--- src/sv/swr_pkg.sv ---
`timescale 1ns / 1ps
// ----------------------------------------------------------------------------
// Spectrum waterfall row store package
// Shared widths, codes and the command word passed from front to back.
// ----------------------------------------------------------------------------
package swr_pkg;

  localparam int unsigned DEF_ROWS = 256;
  localparam int unsigned DEF_COLS = 1024;

  localparam int unsigned FREQ_W   = 33;
  localparam int unsigned BIN_W    = 30;
  localparam int unsigned PWR_W    = 16;
  localparam int unsigned IDX_W    = 12;
  localparam int unsigned ST_W     = 3;
  localparam int unsigned CFG_IDX_W  = 2;
  localparam int unsigned CFG_DATA_W = 30;

  localparam logic [CFG_IDX_W-1:0] CFG_BIN_WIDTH  = 2'd0;
  localparam logic [CFG_IDX_W-1:0] CFG_FILL_VALUE = 2'd1;

  localparam logic [ST_W-1:0] ST_OK          = 3'd0;
  localparam logic [ST_W-1:0] ST_PAST_COLS   = 3'd1;
  localparam logic [ST_W-1:0] ST_BELOW_START = 3'd2;
  localparam logic [ST_W-1:0] ST_WIDTH_ZERO  = 3'd3;
  localparam logic [ST_W-1:0] ST_READ_RANGE  = 3'd4;

  typedef enum logic [1:0] {
    KIND_WRITE,
    KIND_WIDTH_ZERO,
    KIND_READ,
    KIND_READ_BAD
  } kind_e;

  typedef struct packed {
    kind_e                    kind;
    logic [FREQ_W-1:0]        freq;
    logic signed [PWR_W-1:0]  power;
    logic                     first;
    logic                     last;
    logic [IDX_W-1:0]         row;
    logic [IDX_W-1:0]         col;
  } cmd_t;

  typedef struct packed {
    logic clearing;
  } back_stat_t;

endpackage

--- src/sv/swr_front.sv ---
`timescale 1ns / 1ps
// ----------------------------------------------------------------------------
// Waterfall front end
// Accepts words, classifies them and holds them in a two-entry command queue.
// ----------------------------------------------------------------------------
module swr_front import swr_pkg::*; #(
  parameter int unsigned ROWS = DEF_ROWS,
  parameter int unsigned COLS = DEF_COLS
) (
  input  logic                    clk_i,
  input  logic                    rst_ni,
  input  logic                    push,
  output logic                    full,
  input  logic                    func_i,
  input  logic [FREQ_W-1:0]       freq_i,
  input  logic signed [PWR_W-1:0] power_i,
  input  logic                    first_of_row_i,
  input  logic                    last_of_row_i,
  input  logic [IDX_W-1:0]        read_row_i,
  input  logic [IDX_W-1:0]        read_col_i,
  input  logic                    bin_zero_i,
  input  back_stat_t              back_i,
  output cmd_t                    cmd_o,
  output logic                    cmd_valid_o,
  input  logic                    cmd_pop_i
);

  cmd_t       q_q [2];
  logic       wptr_q, rptr_q;
  logic [1:0] cnt_q;
  logic       accept;
  cmd_t       cmd_new;

  assign full        = (cnt_q == 2'd2) || back_i.clearing;
  assign accept      = push && !full;
  assign cmd_valid_o = (cnt_q != 2'd0);
  assign cmd_o       = q_q[rptr_q];

  always_comb begin
    cmd_new.freq  = freq_i;
    cmd_new.power = power_i;
    cmd_new.first = first_of_row_i;
    cmd_new.last  = last_of_row_i;
    cmd_new.row   = read_row_i;
    cmd_new.col   = read_col_i;
    if (func_i) begin
      if (({1'b0, read_col_i} >= (IDX_W+1)'(COLS)) ||
          ({1'b0, read_row_i} >= (IDX_W+1)'(ROWS))) begin
        cmd_new.kind = KIND_READ_BAD;
      end else begin
        cmd_new.kind = KIND_READ;
      end
    end else if (bin_zero_i) begin
      cmd_new.kind = KIND_WIDTH_ZERO;
    end else begin
      cmd_new.kind = KIND_WRITE;
    end
  end

  always_ff @(posedge clk_i) begin
    if (accept) begin
      q_q[wptr_q] <= cmd_new;
    end
  end

  always_ff @(posedge clk_i or negedge rst_ni) begin
    if (!rst_ni) begin
      wptr_q <= 1'b0;
      rptr_q <= 1'b0;
      cnt_q  <= 2'd0;
    end else begin
      if (accept) begin
        wptr_q <= ~wptr_q;
      end
      if (cmd_pop_i) begin
        rptr_q <= ~rptr_q;
      end
      cnt_q <= cnt_q + {1'b0, accept} - {1'b0, cmd_pop_i};
    end
  end

endmodule

--- config.mk ---
export PLATFORM = sky130hd
export DESIGN_NAME = swr_front
export DESIGN_NICKNAME = d
export VERILOG_FILES = /design/src/sv/swr_pkg.sv /design/src/sv/swr_front.sv
export SDC_FILE = /design/constraint.sdc
export NUM_CORES = 1
export LEC_CHECK = 0
export BUFFER_PORTS_ARGS = -buffer_cell sky130_fd_sc_hd__buf_2
export CORE_AREA = 4 4 135 137
export CTS_CLUSTER_SIZE = 30
export DETAILED_ROUTE_END_ITERATION = 6
export DIE_AREA = 0 0 139 141
export PLACE_DENSITY = 0.68
export SLEW_MARGIN = 20
export SYNTH_ARGS = -nofsm -noshare
export SYNTH_HDL_FRONTEND = slang
export SYNTH_SLANG_ARGS = --single-unit
--- constraint.sdc ---
create_clock -name clk_i -period 8.6 [get_ports clk_i]
set_input_delay 1.72 -clock clk_i [delete_from_list [all_inputs] [get_ports clk_i]]
set_output_delay 1.72 -clock clk_i [all_outputs]
set_load 0.02 [all_outputs]
== Word-level counts from Yosys, hierarchy flattened ==
Memory sizes are Yosys's and may differ from the RTL's.
Cells that the tools add are included.

* Multiplexer cells: 5
* Reductions and logical operators: 5
* $add $sub $neg: 2
* Magnitude comparators: 2
* Eq/ne operators: 1
* Bitwise logic cells: 2

{| class="wikitable"
|+ Operators by type and width
! cell !! count
|-
| 12-bit by 11-bit greater-or-equal comparator with 1-bit output, second input constant || 1
|-
| 12-bit by 9-bit greater-or-equal comparator with 1-bit output, second input constant || 1
|-
| 1-bit two-way mux || 4
|-
| 2-bit by 1-bit adder with 2-bit output || 1
|-
| 2-bit equality test, second input constant || 1
|-
| 1-bit logical OR || 2
|-
| 2-bit two-way mux || 1
|-
| 1-bit inverter || 2
|-
| 2-bit nonzero test || 1
|-
| 2-bit by 1-bit subtractor with 2-bit output || 1
|-
| 1-bit logical AND || 1
|-
| 1-bit logical NOT || 1
|}

* Logic and storage cells: 21
* Output and inout bits: 79
* Bits in writable memories: 154
* Register bits: 4
* Bits of input ports: 82
* Memories kept: 1

{| class="wikitable"
|+ Memories
! name !! words !! width !! rd ports !! clocked after memory_dff !! write ports !! RTL line !! source
|-
| q_q || 2 || 77 || 1 || 0 || 1 || swr_front.sv:28 || <nowiki>cmd_t q_q [2];</nowiki>
|}

== Logic depth before layout (Yosys ltp) ==
* Depth after elaboration: 6
* Gate-level depth with buffers: 7
* Gate-level depth less buffers: 7

== Worst setup path before layout ==
No wires, ideal clock.

* Path type: input -> register
* From: input port back_i
* To: memory q_q[0][0] (netlist name) (enable)
* Stages on the path: 2
* Required time: 8,087 ps
* Data arrival time: 5,180 ps
* Library setup time: 513 ps
* Path buffers: 0
* Setup slack: 2,907 ps
* Cell sequence: nand3b_1 nor2_1

* Longest elaborated chain between the ends: 5

{| class="wikitable"
|+ RTL lines
! item !! RTL line !! source
|-
| from (decl) || swr_front.sv:22 || <nowiki>input back_stat_t back_i,</nowiki>
|-
| 1-bit logical OR || swr_front.sv:34 || <nowiki>assign full = (cnt_q == 2'd2) || back_i.clearing;</nowiki>
|-
| 1-bit logical NOT || swr_front.sv:35 || <nowiki>assign accept = push && !full;</nowiki>
|-
| 1-bit logical AND || swr_front.sv:35 ||
|-
| 1-bit two-way mux || swr_front.sv:61 || <nowiki>if (accept) begin</nowiki>
|-
| 1-bit two-way mux (not written as such) || swr_front.sv:62 || <nowiki>q_q[wptr_q] <= cmd_new;</nowiki>
|-
| to (decl) || swr_front.sv:28 ||
|}

No other way between the ends.

==> metrics.txt <==
status finished clean; Worst-Skew Late Latency 0.41 ns; FFs w/ async S/R, synth 0.02532; Post-Layout Cell Count 673; PwrDens 316.5 nW/um^2; Setup TNS Final 0 ns; DP HPWL 7009 um; CTS root buf clkbuf_16; grt ovf 0; DIE HEIGHT 141 um; core area 17060 sq um; unrepaired setup endpoints after global routing false; Final Max Tran Viols 0; Comb power frac 0.284; worst vdd ir 239.6 uV; hold path depth 1; pre-CTS setup slack 4.780 ns; Area growth syn-to-layout 27.25%; Power Total 2.360 mW; Pint 1.639 mW; clk_skew 0.009325 ns; Sequential cell area 4728 sq um; TritonCTS Buffers 17; H-tree depth 4; initial detailed-routing violation count 115; TritonCTS clock tree done; Initial Utilization 0.3435; GP Congestion 0.6955; post-cts resize count 0; Diodes inserted 0; f_max 257.5 MHz; CP startpoint rptr_q; top-count cell post-synth edfxtp_1; post-route ant nets 0; Worst Path Class, Setup reg -> out; top cell type's share of synthesized area 0.7894; Post-synth EDFFs 154; flop2flop setup slack 6.44 ns; Cell Area, Synth 5858 sq um; initial antenna violation count 0; Reg power frac 0.436; area of the multi-input gates 1071 sq um; cell accounting for the most synthesized area edfxtp_1; Clock Tree Buf Depth 2; FF+latch count, synth 158; Final Hold Viols 0; I/O pins 161; Leak 2.791 nW; Hold WS 0.5146 ns; switching share of power 0.3052; max-cap check violation count 0; reg2reg start cnt_q[1]; Slew headroom 0.2984; Rows 48; Final Core Density 0.4371; total die area 19600 sq um; CP Capture Type primary output; via count 2958; crit share post-route 0.4516; CTS Sinks 158; first-pass detailed-route iteration total 4; clock power share 0.280; switching power 0.7202 mW; finished layout cell area 7455 sq um; global-route wire length before repair 16940 um; dpl cells 640; M1 GR Usage 0.1206; Net Count, Synth 346; syn avg cell area 22.36 sq um; vias in the first global route 3305; Die X 139 um; synth cell count leaders 154 x edfxtp_1, 57 x mux2_2, 20 x mux2_4; Gate Count Post-Synth 262; register area share after synthesis 0.8065; Distinct cells, synth 16; GR Util All Layers 0.1114; DRC errors left 0; PnR worst setup slack 4.716 ns; DRT Wirelength 10830 um; Worst Max-Slew Pin Slew 1.052 ns; clk slew on worst S/H paths 0.06 ns; routed vias/inst 4.395; GR met3 Demand/Resource 0.05258; Worst setup SP type flip-flop; Filler Cell Count 1526; Hold Crit Class reg -> reg; Post-CTS Setup Inserts 0; Max Fanout on Critical Path 41; Final Net Count 519; dpl cell area 6904 sq um; FF-to-FF End q_q[1][57]; Critical Path RT 6.88 ns; fin crit period 3.884 ns; Synth area leaders edfxtp_1 79%, mux2_2 11%, mux2_4 5.1%, dfrtp_1 1.7%, buf_6 0.77%; # hold bufs at CTS 0; FF-to-FF path depth 4; Top Usage Layer GRT met2; Top FF cell, synth edfxtp_1; met2 Use GR 0.1941; routed length per instance 16.09 um; Final setup viols 0; largest net degree at the start of global routing 79; IO buf count 160; CP arrival 2.16 ns; yosys warns 0; CP endpoint cmd_o[4]; share of cells above drive strength 1 0.6094
registers in the layout (all words and copies together), names as in the netlist:
name / flops
q_q: 154
cnt_q: 2
rptr_q: 1
wptr_q: 1
layer usage:
layer  wire length (um)  share of wire
met1               4318           0.40
met2               5529           0.51
met3                848          0.078
met4                129          0.012
met5                  0              0
cells by family after synthesis:
kind of cell    count (synthesis)  synth area share
compound gates                  1          0.001069
xor+xnor                        4          0.005981
fa+ha+maj                       2          0.004271
buf+inv                        11           0.01324
flops                         158            0.8065
mux                            77            0.1608
simple gates                    9          0.008117
worst max-delay path, stage by stage (launching register included):
cell     delay [ns]
dfrtp_4        0.83
buf_12         0.31
mux2_2         0.39
buf_2          0.16
power by group through the flow:
stage               sequential (mW)  combinational [mW]  clock [mW]
floorplan                      1.00               0.524           0
global placement               1.08               0.631           0
detailed placement             1.09               0.638           0
CTS                            1.07               0.640       0.680
global route                   1.04               0.716       0.716
finish                         1.03               0.670       0.660
layout by cell type, fill, tap and decap left out:
master / netlist / final
edfxtp_1: 154 / 154
clkinvlp_4: 0 / 5
a31oi_1: 1 / 1
nor4_1: 1 / 1
nand2b_1: 2 / 2
xnor2_1: 3 / 3
clkbuf_8: 0 / 2
inv_1: 2 / 2
nand3b_1: 1 / 1
dfrtp_4: 0 / 1
buf_4: 0 / 2
clkinv_2: 0 / 4
buf_2: 5 / 160
clkbuf_1: 0 / 3
or2_2: 1 / 1
mux2_2: 57 / 57
nor2_1: 4 / 2
buf_12: 0 / 1
dfrtp_1: 4 / 3
xor2_1: 1 / 1
nor2_4: 0 / 2
ha_1: 2 / 2
clkbuf_16: 0 / 17
mux2_4: 20 / 20
clkinv_4: 0 / 1
area by class of cell:
| class | instances | area share |
|---|---|---|
| Clock buffer | 22 | 0.06227 |
| Multi-Input combinational cell | 93 | 0.1437 |
| Tap cell | 225 | 0.03776 |
| Clock inverter | 10 | 0.008896 |
| Sequential cell | 158 | 0.6343 |
| Timing Repair Buffer | 163 | 0.1121 |
| Inverter | 2 | 0.001007 |
worst min-delay path by stage:
stage | startpoint | end | slack, ns
CTS | cnt_q[1] | cnt_q[1] | 0.51
global placement | cnt_q[1] | cnt_q[1] | 0.48
floorplan | cnt_q[1] | cnt_q[1] | 0.46
global route | cnt_q[1] | cnt_q[1] | 0.54
detailed placement | cnt_q[1] | cnt_q[1] | 0.49
finish | cnt_q[1] | cnt_q[1] | 0.51
Note: power is estimated with default switching activity, not from simulation.
